## config.mk

```make
export PLATFORM = sky130hd
export DESIGN_NAME = cave_automaton_stencil
export DESIGN_NICKNAME = d
export VERILOG_FILES = /design/src/rtl/cas_pkg.sv /design/src/rtl/cas_line_store.sv /design/src/rtl/cas_sequencer.sv /design/src/rtl/cas_window.sv /design/src/rtl/cave_automaton_stencil.sv
export SDC_FILE = /design/constraint.sdc
export NUM_CORES = 1
export LEC_CHECK = 0
export BUFFER_PORTS_ARGS = -buffer_cell sky130_fd_sc_hd__buf_2
export CAP_MARGIN = 20
export CORE_MARGIN = 1.5
export CORE_UTILIZATION = 25
export CTS_BUF_LIST = sky130_fd_sc_hd__clkbuf_4 sky130_fd_sc_hd__clkbuf_8 sky130_fd_sc_hd__clkbuf_16
export CTS_CLUSTER_SIZE = 30
export DETAILED_ROUTE_END_ITERATION = 8
export PLACE_DENSITY_LB_ADDON = 0.08
export SYNTH_ARGS = -nofsm -noshare
export SYNTH_HDL_FRONTEND = slang
export SYNTH_SLANG_ARGS = --single-unit
```

## constraint.sdc

```tcl
create_clock -name clk -period 8.5 [get_ports clk]
set_input_delay 1.275 -clock clk [delete_from_list [all_inputs] [get_ports clk]]
set_output_delay 1.275 -clock clk [all_outputs]
set_load 0.05 [all_outputs]
```

## src/rtl/cas_pkg.sv

```systemverilog
// Shared types, register indexes and reset constants for the cave automaton stencil.
`default_nettype none

package cas_pkg;

    // Default grid limits for the line store depth and row counter
    localparam int MAX_WIDTH_DEF  = 256;
    localparam int MAX_HEIGHT_DEF = 256;

    // Configuration port geometry
    localparam int CFG_INDEX_W = 2;
    localparam int CFG_DATA_W  = 9;
    localparam int LIMIT_W     = 4;

    // Register indexes
    localparam logic [CFG_INDEX_W-1:0] CFG_GRID_WIDTH        = 2'd0;
    localparam logic [CFG_INDEX_W-1:0] CFG_GRID_HEIGHT       = 2'd1;
    localparam logic [CFG_INDEX_W-1:0] CFG_WALL_FLOOR_LIMIT  = 2'd2;
    localparam logic [CFG_INDEX_W-1:0] CFG_FLOOR_FLOOR_LIMIT = 2'd3;

    // Reset values of the registers
    localparam int                   GRID_SIZE_RST         = 256;
    localparam logic [LIMIT_W-1:0]   WALL_FLOOR_LIMIT_RST  = 4'd5;
    localparam logic [LIMIT_W-1:0]   FLOOR_FLOOR_LIMIT_RST = 4'd2;

    // Input transaction
    typedef struct packed {
        logic req_type;
        logic cell_is_wall;
    } in_item_t;

    // Output transaction
    typedef struct packed {
        logic       new_is_wall;
        logic [7:0] out_row;
        logic [7:0] out_col;
        logic       frame_done;
    } out_item_t;

    // Per-item control handed from the sequencer to the window stage
    typedef struct packed {
        logic       cell_wall;   // cell value after outside-grid forcing
        logic       use_above;   // row above is inside the grid
        logic       use_above2;  // row two above is inside the grid
        logic       emit_last;   // emits last column of the row two up
        logic       emit_mid;    // emits previous column of the row above
        logic       col_ge2;     // oldest window column is inside the row
        logic       frame_done;
        logic [7:0] res_row;
        logic [7:0] res_col;
    } seq_info_t;

endpackage

`default_nettype wire

```

## src/rtl/cas_line_store.sv

```systemverilog
// Two-row line store: one 2-bit word per column, registered read with write bypass.
`default_nettype none

module cas_line_store #(
    parameter int MAX_WIDTH = cas_pkg::MAX_WIDTH_DEF
) (
    input  wire logic                         clk,
    input  wire logic                         rd_en,
    input  wire logic [$clog2(MAX_WIDTH)-1:0] rd_addr,
    output logic      [1:0]                   rd_data,
    input  wire logic                         wr_en,
    input  wire logic [$clog2(MAX_WIDTH)-1:0] wr_addr,
    input  wire logic [1:0]                   wr_data
);

    // bit 0: row above, bit 1: row two above
    logic [1:0] mem [MAX_WIDTH];
    logic [1:0] rd_data_reg;

    always_ff @(posedge clk)
    begin
        if (wr_en)
        begin
            mem[wr_addr] <= wr_data;
        end
    end

    // Read port; a same-edge write to the same column is forwarded
    always_ff @(posedge clk)
    begin
        if (rd_en)
        begin
            if (wr_en && (wr_addr == rd_addr))
            begin
                rd_data_reg <= wr_data;
            end
            else
            begin
                rd_data_reg <= mem[rd_addr];
            end
        end
    end

    assign rd_data = rd_data_reg;

endmodule

`default_nettype wire

```

## src/rtl/cas_sequencer.sv

```systemverilog
// Raster position and frame bookkeeping: decides per item what it emits.
`default_nettype none

module cas_sequencer #(
    parameter int MAX_WIDTH  = cas_pkg::MAX_WIDTH_DEF,
    parameter int MAX_HEIGHT = cas_pkg::MAX_HEIGHT_DEF
) (
    input  wire logic                                      clk,
    input  wire logic                                      rst_n,
    input  wire logic                                      accept,
    input  wire cas_pkg::in_item_t                         item,
    input  wire logic [$clog2(MAX_WIDTH+1)-1:0]            grid_w,
    input  wire logic [$clog2(MAX_HEIGHT+1)-1:0]           grid_h,
    input  wire logic [$clog2(MAX_WIDTH*MAX_HEIGHT+1)-1:0] area,
    output logic      [$clog2(MAX_WIDTH)-1:0]              col,
    output cas_pkg::seq_info_t                             info
);

    localparam int CW = $clog2(MAX_WIDTH);
    localparam int WW = $clog2(MAX_WIDTH + 1);
    localparam int RW = $clog2(MAX_HEIGHT) + 1;
    localparam int PW = $clog2(MAX_WIDTH * MAX_HEIGHT + 1);

    logic [CW-1:0] col_reg, col_next;
    logic [RW-1:0] row_reg, row_next;
    logic [PW-1:0] emit_cnt_reg, emit_cnt_next;

    logic [CW:0]   col_p1;
    logic [PW:0]   emit_cnt_p1;
    logic [WW-1:0] last_col;
    logic          row_end;
    logic          emit_last;
    logic          emit_mid;
    logic          frame_end;

    // Position state
    always_ff @(posedge clk or negedge rst_n)
    begin
        if (!rst_n)
        begin
            col_reg      <= '0;
            row_reg      <= '0;
            emit_cnt_reg <= '0;
        end
        else if (accept)
        begin
            col_reg      <= col_next;
            row_reg      <= row_next;
            emit_cnt_reg <= emit_cnt_next;
        end
    end

    // Emit decision, frame end and next position
    always_comb
    begin
        col_p1      = {1'b0, col_reg} + 1'b1;
        emit_cnt_p1 = {1'b0, emit_cnt_reg} + 1'b1;
        last_col    = grid_w - WW'(1);
        row_end     = (col_p1 >= (CW+1)'(grid_w));
        emit_last   = (col_reg == '0) && (row_reg >= RW'(2));
        emit_mid    = (col_reg != '0) && (row_reg != '0);
        frame_end   = (emit_last || emit_mid) && (emit_cnt_p1 >= (PW+1)'(area));

        if (frame_end)
        begin
            col_next      = '0;
            row_next      = '0;
            emit_cnt_next = '0;
        end
        else
        begin
            emit_cnt_next = (emit_last || emit_mid) ? PW'(emit_cnt_p1) : emit_cnt_reg;
            if (row_end)
            begin
                col_next = '0;
                row_next = row_reg + 1'b1;
            end
            else
            begin
                col_next = CW'(col_p1);
                row_next = row_reg;
            end
        end

        info.cell_wall  = item.req_type || (row_reg >= RW'(grid_h)) || item.cell_is_wall;
        info.use_above  = (row_reg != '0);
        info.use_above2 = (row_reg >= RW'(2));
        info.emit_last  = emit_last;
        info.emit_mid   = emit_mid;
        info.col_ge2    = (col_reg >= CW'(2));
        info.frame_done = frame_end;
        info.res_row    = emit_mid ? 8'(row_reg - RW'(1)) : 8'(row_reg - RW'(2));
        info.res_col    = emit_mid ? 8'(col_reg - CW'(1)) : 8'(last_col);
    end

    assign col = col_reg;

endmodule

`default_nettype wire

```

## src/rtl/cas_window.sv

```systemverilog
// 3x3 window register and the wall/floor rule for the emitted cell.
`default_nettype none

module cas_window (
    input  wire logic                            clk,
    input  wire logic                            rst_n,
    input  wire logic                            fire,
    input  wire cas_pkg::seq_info_t              info,
    input  wire logic [1:0]                      rd_data,
    input  wire logic [cas_pkg::LIMIT_W-1:0]     wall_floor_limit,
    input  wire logic [cas_pkg::LIMIT_W-1:0]     floor_floor_limit,
    output logic      [1:0]                      wr_data,
    output logic                                 has_result,
    output cas_pkg::out_item_t                   result
);

    // Window bit col*3+row: column 0 oldest, row 0 topmost
    localparam logic [8:0] MASK_LAST = 9'b101_111_000;
    localparam logic [8:0] MASK_MID  = 9'b111_101_000;

    logic [8:0] win_reg, win_next;
    logic       above;
    logic       above2;
    logic [3:0] floors_last;
    logic [3:0] floors_mid;
    logic       val_last;
    logic       val_mid;

    // Floor cells among the masked window positions
    function automatic logic [3:0] floor_count(input logic [8:0] bits, input logic [8:0] mask);
        logic [3:0] n;
        n = '0;
        for (int i = 0; i < 9; i++)
        begin
            n = n + 4'(mask[i] & ~bits[i]);
        end
        return n;
    endfunction

    function automatic logic next_wall(input logic center, input logic [3:0] floors,
                                       input logic [3:0] wfl, input logic [3:0] ffl);
        logic v;
        if (center)
        begin
            v = !(floors < wfl);
        end
        else
        begin
            v = (floors > ffl);
        end
        return v;
    endfunction

    always_ff @(posedge clk or negedge rst_n)
    begin
        if (!rst_n)
        begin
            win_reg <= '0;
        end
        else if (fire)
        begin
            win_reg <= win_next;
        end
    end

    // Column fed into the window; rows above the grid read as wall
    always_comb
    begin
        above    = info.use_above ? rd_data[0] : 1'b1;
        above2   = info.use_above2 ? rd_data[1] : 1'b1;
        win_next = {info.cell_wall, above, above2, win_reg[8:3]};
        wr_data  = {above, info.cell_wall};
    end

    // Last column of an older row uses the window before the shift
    always_comb
    begin
        floors_last = floor_count(win_reg, MASK_LAST);
        floors_mid  = floor_count(win_next, MASK_MID | {6'b0, {3{info.col_ge2}}});
        val_last    = next_wall(win_reg[7], floors_last, wall_floor_limit, floor_floor_limit);
        val_mid     = next_wall(win_next[4], floors_mid, wall_floor_limit, floor_floor_limit);

        has_result         = info.emit_last || info.emit_mid;
        result.new_is_wall = info.emit_mid ? val_mid : val_last;
        result.out_row     = info.res_row;
        result.out_col     = info.res_col;
        result.frame_done  = info.frame_done;
    end

endmodule

`default_nettype wire

```

## src/rtl/cave_automaton_stencil.sv

```systemverilog
// An accepted transaction waits in the stage 1 register, its result in the output register.
// Throughput: one transaction per cycle when not stalled, set by the line store's one read
// and one write port per cycle; the first grid_width+1 transactions of a frame produce
// no result. Reset: position, frame count, window and handshake state clear; registers
// return to defaults; the line store keeps its contents and needs no clearing pass.
// Top level of the cave automaton stencil.
`default_nettype none

module cave_automaton_stencil #(
    parameter int MAX_WIDTH  = cas_pkg::MAX_WIDTH_DEF,
    parameter int MAX_HEIGHT = cas_pkg::MAX_HEIGHT_DEF
) (
    input  wire logic                                clk,
    input  wire logic                                rst_n,
    input  wire logic                                in_valid,
    output logic                                     in_ready,
    input  wire cas_pkg::in_item_t                   in_data,
    output logic                                     out_valid,
    input  wire logic                                out_ready,
    output cas_pkg::out_item_t                       out_data,
    input  wire logic                                cfg_wr_en,
    input  wire logic [cas_pkg::CFG_INDEX_W-1:0]     cfg_index,
    input  wire logic [cas_pkg::CFG_DATA_W-1:0]      cfg_data
);

    localparam int CW    = $clog2(MAX_WIDTH);
    localparam int WW    = $clog2(MAX_WIDTH + 1);
    localparam int HW    = $clog2(MAX_HEIGHT + 1);
    localparam int PW    = $clog2(MAX_WIDTH * MAX_HEIGHT + 1);
    localparam int W_RST = (cas_pkg::GRID_SIZE_RST > MAX_WIDTH) ?
                           MAX_WIDTH : cas_pkg::GRID_SIZE_RST;
    localparam int H_RST = (cas_pkg::GRID_SIZE_RST > MAX_HEIGHT) ?
                           MAX_HEIGHT : cas_pkg::GRID_SIZE_RST;
    localparam int LW    = cas_pkg::LIMIT_W;

    // Configuration registers (sizes held clamped, plus their product)
    logic [WW-1:0] grid_w_reg, grid_w_next;
    logic [HW-1:0] grid_h_reg, grid_h_next;
    logic [PW-1:0] area_reg, area_next;
    logic [LW-1:0] wfl_reg, wfl_next;
    logic [LW-1:0] ffl_reg, ffl_next;
    logic [WW-1:0] w_wr;
    logic [HW-1:0] h_wr;
    logic [WW+HW-1:0] area_prod;

    // Pipeline
    logic                load;
    logic                s1_fire;
    logic                s1_valid_reg, s1_valid_next;
    cas_pkg::seq_info_t  s1_info_reg;
    logic [CW-1:0]       s1_col_reg;
    cas_pkg::seq_info_t  seq_info;
    logic [CW-1:0]       seq_col;
    logic [1:0]          rd_data;
    logic [1:0]          wr_data;
    logic                has_result;
    cas_pkg::out_item_t  result;
    logic                out_valid_reg;
    cas_pkg::out_item_t  out_data_reg;

    // Clamp incoming sizes and form the grid area for the written register
    always_comb
    begin
        if (cfg_data < 9'd3)
        begin
            w_wr = WW'(3);
            h_wr = HW'(3);
        end
        else
        begin
            w_wr = (int'(cfg_data) > MAX_WIDTH)  ? WW'(MAX_WIDTH)  : WW'(cfg_data);
            h_wr = (int'(cfg_data) > MAX_HEIGHT) ? HW'(MAX_HEIGHT) : HW'(cfg_data);
        end

        grid_w_next = grid_w_reg;
        grid_h_next = grid_h_reg;
        wfl_next    = wfl_reg;
        ffl_next    = ffl_reg;
        if (cfg_wr_en)
        begin
            unique case (cfg_index)
                cas_pkg::CFG_GRID_WIDTH:        grid_w_next = w_wr;
                cas_pkg::CFG_GRID_HEIGHT:       grid_h_next = h_wr;
                cas_pkg::CFG_WALL_FLOOR_LIMIT:  wfl_next    = LW'(cfg_data);
                cas_pkg::CFG_FLOOR_FLOOR_LIMIT: ffl_next    = LW'(cfg_data);
                default:                        grid_w_next = grid_w_reg;
            endcase
        end
        area_prod = grid_w_next * grid_h_next;
        area_next = PW'(area_prod);
    end

    always_ff @(posedge clk or negedge rst_n)
    begin
        if (!rst_n)
        begin
            grid_w_reg <= WW'(W_RST);
            grid_h_reg <= HW'(H_RST);
            area_reg   <= PW'(W_RST * H_RST);
            wfl_reg    <= cas_pkg::WALL_FLOOR_LIMIT_RST;
            ffl_reg    <= cas_pkg::FLOOR_FLOOR_LIMIT_RST;
        end
        else if (cfg_wr_en)
        begin
            grid_w_reg <= grid_w_next;
            grid_h_reg <= grid_h_next;
            area_reg   <= area_next;
            wfl_reg    <= wfl_next;
            ffl_reg    <= ffl_next;
        end
    end

    // Handshake: stage 1 advances whenever the output register is free
    assign s1_fire  = s1_valid_reg && (!out_valid_reg || out_ready);
    assign in_ready = !s1_valid_reg || s1_fire;
    assign load     = in_valid && in_ready;

    always_comb
    begin
        if (load)
        begin
            s1_valid_next = 1'b1;
        end
        else if (s1_fire)
        begin
            s1_valid_next = 1'b0;
        end
        else
        begin
            s1_valid_next = s1_valid_reg;
        end
    end

    cas_sequencer #(
        .MAX_WIDTH  (MAX_WIDTH),
        .MAX_HEIGHT (MAX_HEIGHT)
    ) u_seq (
        .clk    (clk),
        .rst_n  (rst_n),
        .accept (load),
        .item   (in_data),
        .grid_w (grid_w_reg),
        .grid_h (grid_h_reg),
        .area   (area_reg),
        .col    (seq_col),
        .info   (seq_info)
    );

    cas_line_store #(
        .MAX_WIDTH (MAX_WIDTH)
    ) u_store (
        .clk     (clk),
        .rd_en   (load),
        .rd_addr (seq_col),
        .rd_data (rd_data),
        .wr_en   (s1_fire),
        .wr_addr (s1_col_reg),
        .wr_data (wr_data)
    );

    // Stage 1 register
    always_ff @(posedge clk or negedge rst_n)
    begin
        if (!rst_n)
        begin
            s1_valid_reg <= 1'b0;
        end
        else
        begin
            s1_valid_reg <= s1_valid_next;
        end
    end

    always_ff @(posedge clk)
    begin
        if (load)
        begin
            s1_info_reg <= seq_info;
            s1_col_reg  <= seq_col;
        end
    end

    cas_window u_win (
        .clk               (clk),
        .rst_n             (rst_n),
        .fire              (s1_fire),
        .info              (s1_info_reg),
        .rd_data           (rd_data),
        .wall_floor_limit  (wfl_reg),
        .floor_floor_limit (ffl_reg),
        .wr_data           (wr_data),
        .has_result        (has_result),
        .result            (result)
    );

    // Output register
    always_ff @(posedge clk or negedge rst_n)
    begin
        if (!rst_n)
        begin
            out_valid_reg <= 1'b0;
        end
        else if (s1_fire && has_result)
        begin
            out_valid_reg <= 1'b1;
        end
        else if (out_ready)
        begin
            out_valid_reg <= 1'b0;
        end
    end

    always_ff @(posedge clk)
    begin
        if (s1_fire && has_result)
        begin
            out_data_reg <= result;
        end
    end

    assign out_valid = out_valid_reg;
    assign out_data  = out_data_reg;

    // Frame end is only flagged on a transaction that produces a result
    a_frame_done_emits: assert property (@(posedge clk) disable iff (!rst_n)
        s1_valid_reg && s1_info_reg.frame_done |-> has_result)
        else $error("frame end flagged without a result");

    // At most one emit source per transaction
    a_single_emit: assert property (@(posedge clk) disable iff (!rst_n)
        s1_valid_reg |-> !(s1_info_reg.emit_last && s1_info_reg.emit_mid))
        else $error("both emit sources active");

    // A stalled stage 1 keeps its transaction
    a_s1_hold: assert property (@(posedge clk) disable iff (!rst_n)
        s1_valid_reg && !s1_fire |=> s1_valid_reg && $stable(s1_col_reg))
        else $error("stage 1 lost a stalled transaction");

endmodule

`default_nettype wire

```

==> metrics.md, run 1 <==
| Metric | Value |
|---|---|
| Fmax achieved | 0.1679 GHz |
| Final Critical Period | 5.955 ns |
| Worst-Skew Late Latency | 0.68 ns |
| Yosys top cell by area | edfxtp_1 |
| Post-CTS sizing | 0 |
| WP data required | 9.03 ns |
| Static leakage | 0.01254 uW |
| Share of cells above drive strength 1 | 14.96% |
| Async S/R FF share, synth | 13.12% |
| Starting DRT DRC Count | ~1,200 |
| Max reg flops | 512 |
| Worst-path cell chain | buf_2, nand3b_1, mux2i_1, inv_1, nand2_1, fa_1, fa_1, inv_1, fa_1, inv_1, fa_1, inv_1, ha_1, o311a_1, a41oi_1, a21oi_1, xnor2_1, mux2i_1 |
| Sequential-to-total area share from yosys stat | 61.03% |
| First-pass GRT wire length | 140.9 mm |
| Residual DRC | 4 |
| CP arrival | 6.49 ns |
| Post-DP HPWL | 61.10 mm |
| Via-per-instance ratio | around 4.6 |
| Area contributors post-synth | edfxtp_1 (54%), mux4_2 (8.1%), dfrtp_1 (6.3%), nor2_1 (4.2%), ha_1 (4.0%) |
| N_diodes | 0 |
| Die Area | 126,900 um2 |
| CP delay by family, top | adder cells |
| Clock buffer count from CTS | 78 |
| Die extent in y | 356.3 um |
| Ys flop type | edfxtp_1 |
| Fin. Hold Viols | 0 |
| Max Cap Viol | 0 |
| Synth cell count leaders | edfxtp_1 (563), nor2_1 (353), nand2_1 (177), inv_1 (170), mux4_2 (112) |
| Synth Warn # | 0 |
| Hold WC Path Type | register to register |
| Setup TNS | 0 ns |
| Gpl congestion | 0.7987 |
| Cell internal pwr | 7534 uW |
| Count leader, synth | edfxtp_1 |
| Initial antenna violation count | 1 |
| Worst clock skew | 0.03896 ns |
| Post-synthesis cell count | 2,318 |
| Total Wirelength | about 97 mm |
| Clk pwr share | 29.1% |
| Clk slew on worst S/H paths | roughly 0.06 ns |
| Clock root buffer | clkbuf_16 |
| Slew HR | 23.28% |
| Max Slew Vio Count | 0 |
| Period Utilization, post-route | 70.06% |
| Wire per inst | 23.91 um |
| Startpoint types | input port |
| Setup Fix Bufs, Post-CTS | 0 |
| Die X | ~360 um |
| Failing checks | DRC |
| Starting density of the core | between 20% and 30% |
| CTS tree | yes |
| H-tree levels | 3 |
| First-pass DRT Iterations | 7 |
| Core ar. | 123,800 um2 |
| Port Buffer Count | 37 |
| Clock sinks | ~650 |
| Endpoint class of the critical path | register |
| Reported net switching power | 4271 uW |
| Post-synth cell types | 75 |
| Final Util | 28.98% |
| GRT Total Usage | between 10% and 20% |
| Synthesized flop and latch total | around 650 |
| Area delta synth->final | 15.00% |
| Syn Nets | approximately 2,500 |
| Hold-fix buffer count after cts | 0 |
| Worst-path fanout max | 15 |
| Total number of vias | 18,751 |
| Max VDD drop | 0.1714 mV |
| Post-synth top area share | between 50 and 60% |
| Seq pwr share | 36.3% |
| Post-Syn Area | 31,200 um2 |
| CP bufs+invs | 5 |
| I/O pins | 38 |
| Setup violations, final | 0 |
| Switching share of power | 36.18% |
| Pwr/cell area | 329.0 nW/um2 |
| Rows | roughly 130 |
| Largest net degree at the start of global routing | 98 |
| Post-synth EDFFs | 563 |
| Number of global-route vias before repair | 19,876 |
| Grt ovf | 0 |
| Status | finished with violations |
| Power share of the combinational group | 34.5% |
| Nets | 2,520 |
| Crit-path max cell delay | 0.68 ns |
| Unrepaired setup endpoints after global routing | no |
| Slowest cell on crit path | mux2i_1 |
| Antenna viol nets, final | 0 |
| WS Path Type | input port to register |
| Max clock buf depth | 3 |
| Worst-Margin Slew | 1.122 ns |
| Syn_area_per_cell | 13.46 um2 |
-- cell families after synthesis --
| logic type | share of synthesized area, % |
|---|---|
| buf+inv | 3.954 |
| xor+xnor | 1.684 |
| simple gates | 10.60 |
| flops | 61.03 |
| mux | 10.24 |
| fa+ha+maj | 7.500 |
| compound gates | 4.997 |
-- final timing paths --
kind | startpoint | end | slack, ns | cells past startpoint
min in group asynchronous | rst_n | out_valid | 0.56 | 1
max | cfg_wr_en | area_reg[15] | 2.55 | 18
max in group asynchronous | rst_n | u_seq.col[1] | 6.65 | 2
max reg2reg | grid_w_reg[0] | area_reg[15] | 3.61 | 16
min | s1_info_reg[2] | out_data[3] | 0.42 | 0
min reg2reg | s1_info_reg[2] | out_data[3] | 0.42 | 0
-- stage by stage --
stage | hold WS [ns] | instance area [um2] | power [uW] | cells | worst slack [ns]
2_1_floorplan | 0.4003 | 31200 | 7099 | 2318 | 1.054
3_3_place_gp | 0.4074 | 33210 | 8488 | 3904 | 1.910
3_5_place_dp | 0.4119 | 33230 | 8541 | 3905 | 1.857
4_1_cts | 0.4238 | 35880 | 12040 | 4044 | 2.565
5_1_grt | 0.4237 | 35880 | 12490 | 4044 | 2.206
6_report | 0.4155 | 35880 | 11810 | 4044 | 2.545
-- layout make-up --
cell class              instances  area (um2)
inverters                     172       645.6
flip-flops and latches        648       19050
well taps                    1637        2048
fillers                     12473       87920
multi-input cells            1374       10980
clock inverters                39       511.7
repair buffers                 74       510.5
clock buffers                 100        2135
-- cell usage in the layout, fill, tap and decap left out, types with 9 or more instances in the layout --
cell	count
buf_4	35
clkbuf_4	21
nand2_1	177
and3_1	11
xor2_1	17
mux2i_1	57
clkinv_2	13
inv_1	169
o31ai_1	11
mux4_2	112
nor4_1	9
buf_2	36
nor2_1	352
nand3_2	10
edfxtp_1	563
dfrtp_1	76
xnor2_1	43
clkinv_1	9
o21ai_1	27
o21ai_0	46
a211oi_1	11
o21a_1	16
nand3_1	50
nor2b_1	26
nor3_1	26
nand4_1	17
clkbuf_16	79
a21o_1	11
fa_1	55
a21oi_1	40
a22oi_1	14
ha_1	99
nand2b_1	29
-- routing by layer --
layer	vias to the layer above	share of wire (%)	global-route usage, %
li1	8474	-	-
met1	9727	44	20.29
met2	431	49	25.73
met3	119	4.3	2.547
met4	0	2.7	4.655
met5	-	0	0
-- power groups by stage --
| stage | clock network [uW] | logic (uW) | registers [uW] |
|---|---|---|---|
| finish | 3440 | 4080 | 4290 |
| global route | 3650 | 4510 | 4330 |
| CTS | 3550 | 4190 | 4300 |
| detailed placement | 0 | 4170 | 4370 |
| global placement | 0 | 4120 | 4370 |
| floorplan | 0 | 2680 | 4410 |
Note: power is estimated with default switching activity, not from simulation.
==> run 2, diff against run 1 <==
- ABC_AREA: unset -> 1
- clock period: 8.5 -> 4.9 ns (I/O delays scaled with it)
==> run 2 against run 1 <==
  * The flow now finishes without violations
  * Setup slack got worse by 2.3 ns
  * Largest power group is now combinational logic
  * Critical endpoint is now area_reg[10]
  * Die area grew 5.0%
  * Via count rose by 25%
  * Register-to-register slack got worse by 3.0 ns
==> metrics.md, run 2 <==
| Metric | Value |
|---|---|
| Port Buffer Count | 37 (unchanged) |
| Synthesized flop and latch total | 648 (unchanged) |
| Crit-path most repeated cell | fa_1 |
| Static leakage | 0.01548 uW (+23%) |
| Share of cells above drive strength 1 | 11.95% (-3.0 points) |
| Placed cell areas | 35,800 um2 (+7.7%) |
| First-pass GRT wire length | 159.9 mm (+14%) |
| Post-synthesis cell count | 3,432 (+48%) |
| # fillers | 13,872 (+11%) |
| Max reg flops | 512 (unchanged) |
| Fin. Hold Viols | 0 (unchanged) |
| Area delta synth->final | 17.59% |
| Most common cell after layout, fill and taps aside | nand2_1 |
| Fmax achieved | 0.2167 GHz |
| Initial antenna violation count | 6 (+5) |
| Slowest cell on crit path | fa_1 |
| Tot Pwr | 24,890 uW (+110%) |
| Grt ovf | 0 (unchanged) |
| Period Utilization, post-route | 94.17% |
| Pwr/cell area | 646.0 nW/um2 (+96%) |
| Status | completed |
| Setup violations, final | 0 (unchanged) |
| Worst-path fanout max | 5 (-10) |
| Final Critical Period | roughly 4.6 ns |
| Via-per-instance ratio | 4.375 (-5.6%) |
| Residual DRC | 0 (-4) |
| Max Cap Viol | 0 (unchanged) |
| Starting DRT DRC Count | 1,343 (+11%) |
| Core ar. | 129,800 um2 (+4.9%) |
| Starting density of the core | 25.24% (+0.035 points) |
| Worst-Margin Slew | 1.104 ns (-0.01751 ns) |
| Startpoint types | input port |
| Die extent in y | 365.0 um (+2.5%) |
| I/O pins | 38 (unchanged) |
| Post-synth EDFFs | 563 (unchanged) |
| First-pass DRT Iterations | 5 (-2) |
| Worst-Skew Late Latency | 0.66 ns (-0.02 ns) |
| Endpoint class of the critical path | register |
| Nets | 3,714 (+47%) |
| Max clock buf depth | 3 (unchanged) |
| Die X | 365.0 um (+2.5%) |
| Number of global-route vias before repair | 23,903 (+20%) |
| Post-synth cell types | 52 (-31%) |
| GRT Total Usage | 16.23% (+0.87 points) |
| Largest net degree at the start of global routing | 184 (+88%) |
| CP arrival | 5.13 ns (-1.36 ns) |
| Total number of vias | 23,400 (+25%) |
| Slew HR | 26.20% (+2.9 points) |
| Max Slew Vio Count | 0 (unchanged) |
| Post-synth top area share | 51.61% (-2.6 points) |
| Total Wirelength | 107.1 mm (+11%) |
| Gpl congestion | 0.7845 (-1.8%) |
| Clock buffer count from CTS | 82 (+5.1%) |
| Max VDD drop | 0.4330 mV (+150%) |
| Hold WC Path Type | input port to asynchronous set/reset pin |
| Synth Warn # | 0 (unchanged) |
| Wire per inst | 20.03 um (-16%) |
| Crit-path max cell delay | 0.50 ns (-0.18 ns) |
| WP data required | 5.42 ns (-3.61 ns) |
| Yosys top cell by area | edfxtp_1 |
| CTS tree | yes |
| Antenna viol nets, final | 0 (unchanged) |
| Die Area | 133,200 um2 (+5.0%) |
| Sequential-to-total area share from yosys stat | 58.12% (-2.9 points) |
| Post-Place Setup Slack | -0.4245 ns (-2.281 ns) |
| Final worst slack | 0.2856 ns (-2.259 ns) |
| Ys flop type | edfxtp_1 |
| Clock sinks | 648 (unchanged) |
| H-tree levels | 3 (unchanged) |
| Worst clock skew | 0.03596 ns (-0.003003 ns) |
| Post-DP HPWL | 67.09 mm (+9.8%) |
| N_diodes | 0 (unchanged) |
| Syn Nets | 3,604 (+45%) |
| WS Path Type | input port to register |
| Worst-path cell chain | buf_2, nor4_4, o211ai_1, o21a_1, nand2_1, o21ai_2, inv_2, nand2_1, fa_1, inv_1, fa_1, ha_1, inv_1, fa_1, buf_4, fa_1, inv_1, a21oi_2, o21ai_2, buf_4, nand3_1, nand2_1, xnor2_1, o21ai_0 |
| Finished Cell Area | 38,520 um2 (+7.4%) |
| Area contributors post-synth | edfxtp_1 (52%), nand2_1 (9.0%), nor2_1 (7.0%), dfrtp_1 (6.0%), inv_1 (4.6%) |
| Most frequent cells in the layout | nand2_1 (769), nor2_1 (608), edfxtp_1 (563) |
| Clock root buffer | clkbuf_16 |
| Syn_area_per_cell | 9.546 um2 (-29%) |
| Rows | 132 (+2.3%) |
| Clk slew on worst S/H paths | 0.07 ns (about the same) |
| Synth cell count leaders | nand2_1 (788), nor2_1 (613), edfxtp_1 (563), inv_1 (402), o21ai_0 (211) |
| Post-Syn Area | 32,760 um2 (+5.0%) |
| Count leader, synth | nand2_1 |
| Async S/R FF share, synth | 13.12% (unchanged) |
run 2: worst paths after layout:
| check | from | end | slack [ns] | cells past startpoint |
|---|---|---|---|---|
| worst max register to register | grid_w_reg[4] | area_reg[14] | 0.59 | 19 |
| min in group clk | s1_info_reg[13] | out_data[14] | 0.42 | 0 |
| worst min-delay path | rst_n | grid_h_reg[6] | 0.12 | 1 |
| max in group asynchronous | rst_n | area_reg[4] | 3.70 | 2 |
| worst max-delay path | cfg_data[8] | area_reg[10] | 0.29 | 24 |
| worst min register to register | s1_info_reg[13] | out_data[14] | 0.42 | 0 |
run 2: kinds of logic after synthesis:
logic type / synth area share, %
flops: 58.12
fa+ha+maj: 7.142
buf+inv: 7.192
xor+xnor: 1.257
simple gates: 20.60
compound gates: 5.691
run 2: timing repair:
item | CTS | global route
hold buffers | 0 | 0
setup buffers | 0 | 0
gates resized for setup | 0 | 4
setup endpoints to repair | 0 | 5
run 2: layout make-up:
| type | instances | area, um2 | area share, % |
|---|---|---|---|
| clock buffers | 102 | 2208 | 5.733 |
| clock inverters | 46 | 493.0 | 1.280 |
| inverters | 410 | 1559 | 4.047 |
| multi-input cells | 2218 | 11650 | 30.26 |
| flip-flops and latches | 648 | 19050 | 49.45 |
| well taps | 1742 | 2180 | 5.658 |
| repair buffers | 182 | 1376 | 3.573 |
run 2: per-stage QoR:
step                setup TNS (ns)  cells  hold WS (ns)  util [%]
floorplan                   -1.002   3432        0.4003         -
global placement            -3.653   5200        0.4061     27.58
detailed placement          -3.364   5200        0.4045     27.58
CTS                              0   5348        0.1097     29.66
global route              -0.05535   5348        0.1590     29.67
finish                           0   5348        0.1186     29.67
run 2: worst max-delay path: cells and delay by family:
family / cells / cell delay (ns)
compound gates: 6 / 0.84
xor+xnor: 1 / 0.12
fa+ha+maj: 5 / 2.14
buf+inv: 7 / 0.72
simple gates: 5 / 0.58
run 2: routing by layer:
layer / up-vias / wire length, um / track usage (%)
li1: 11445 / - / -
met3: 110 / 3908 / 2.088
met5: - / 0 / 0
met2: 361 / 47460 / 25.42
met1: 11484 / 53790 / 23.63
met4: 0 / 1938 / 3.930
run 2: power by group:
group	leakage (uW)	total, uW	internal [uW]	switching, uW
clock network	0.00134	6120	3590	2530
registers	0.00607	7160	6790	373
logic	0.00806	11600	3970	7630
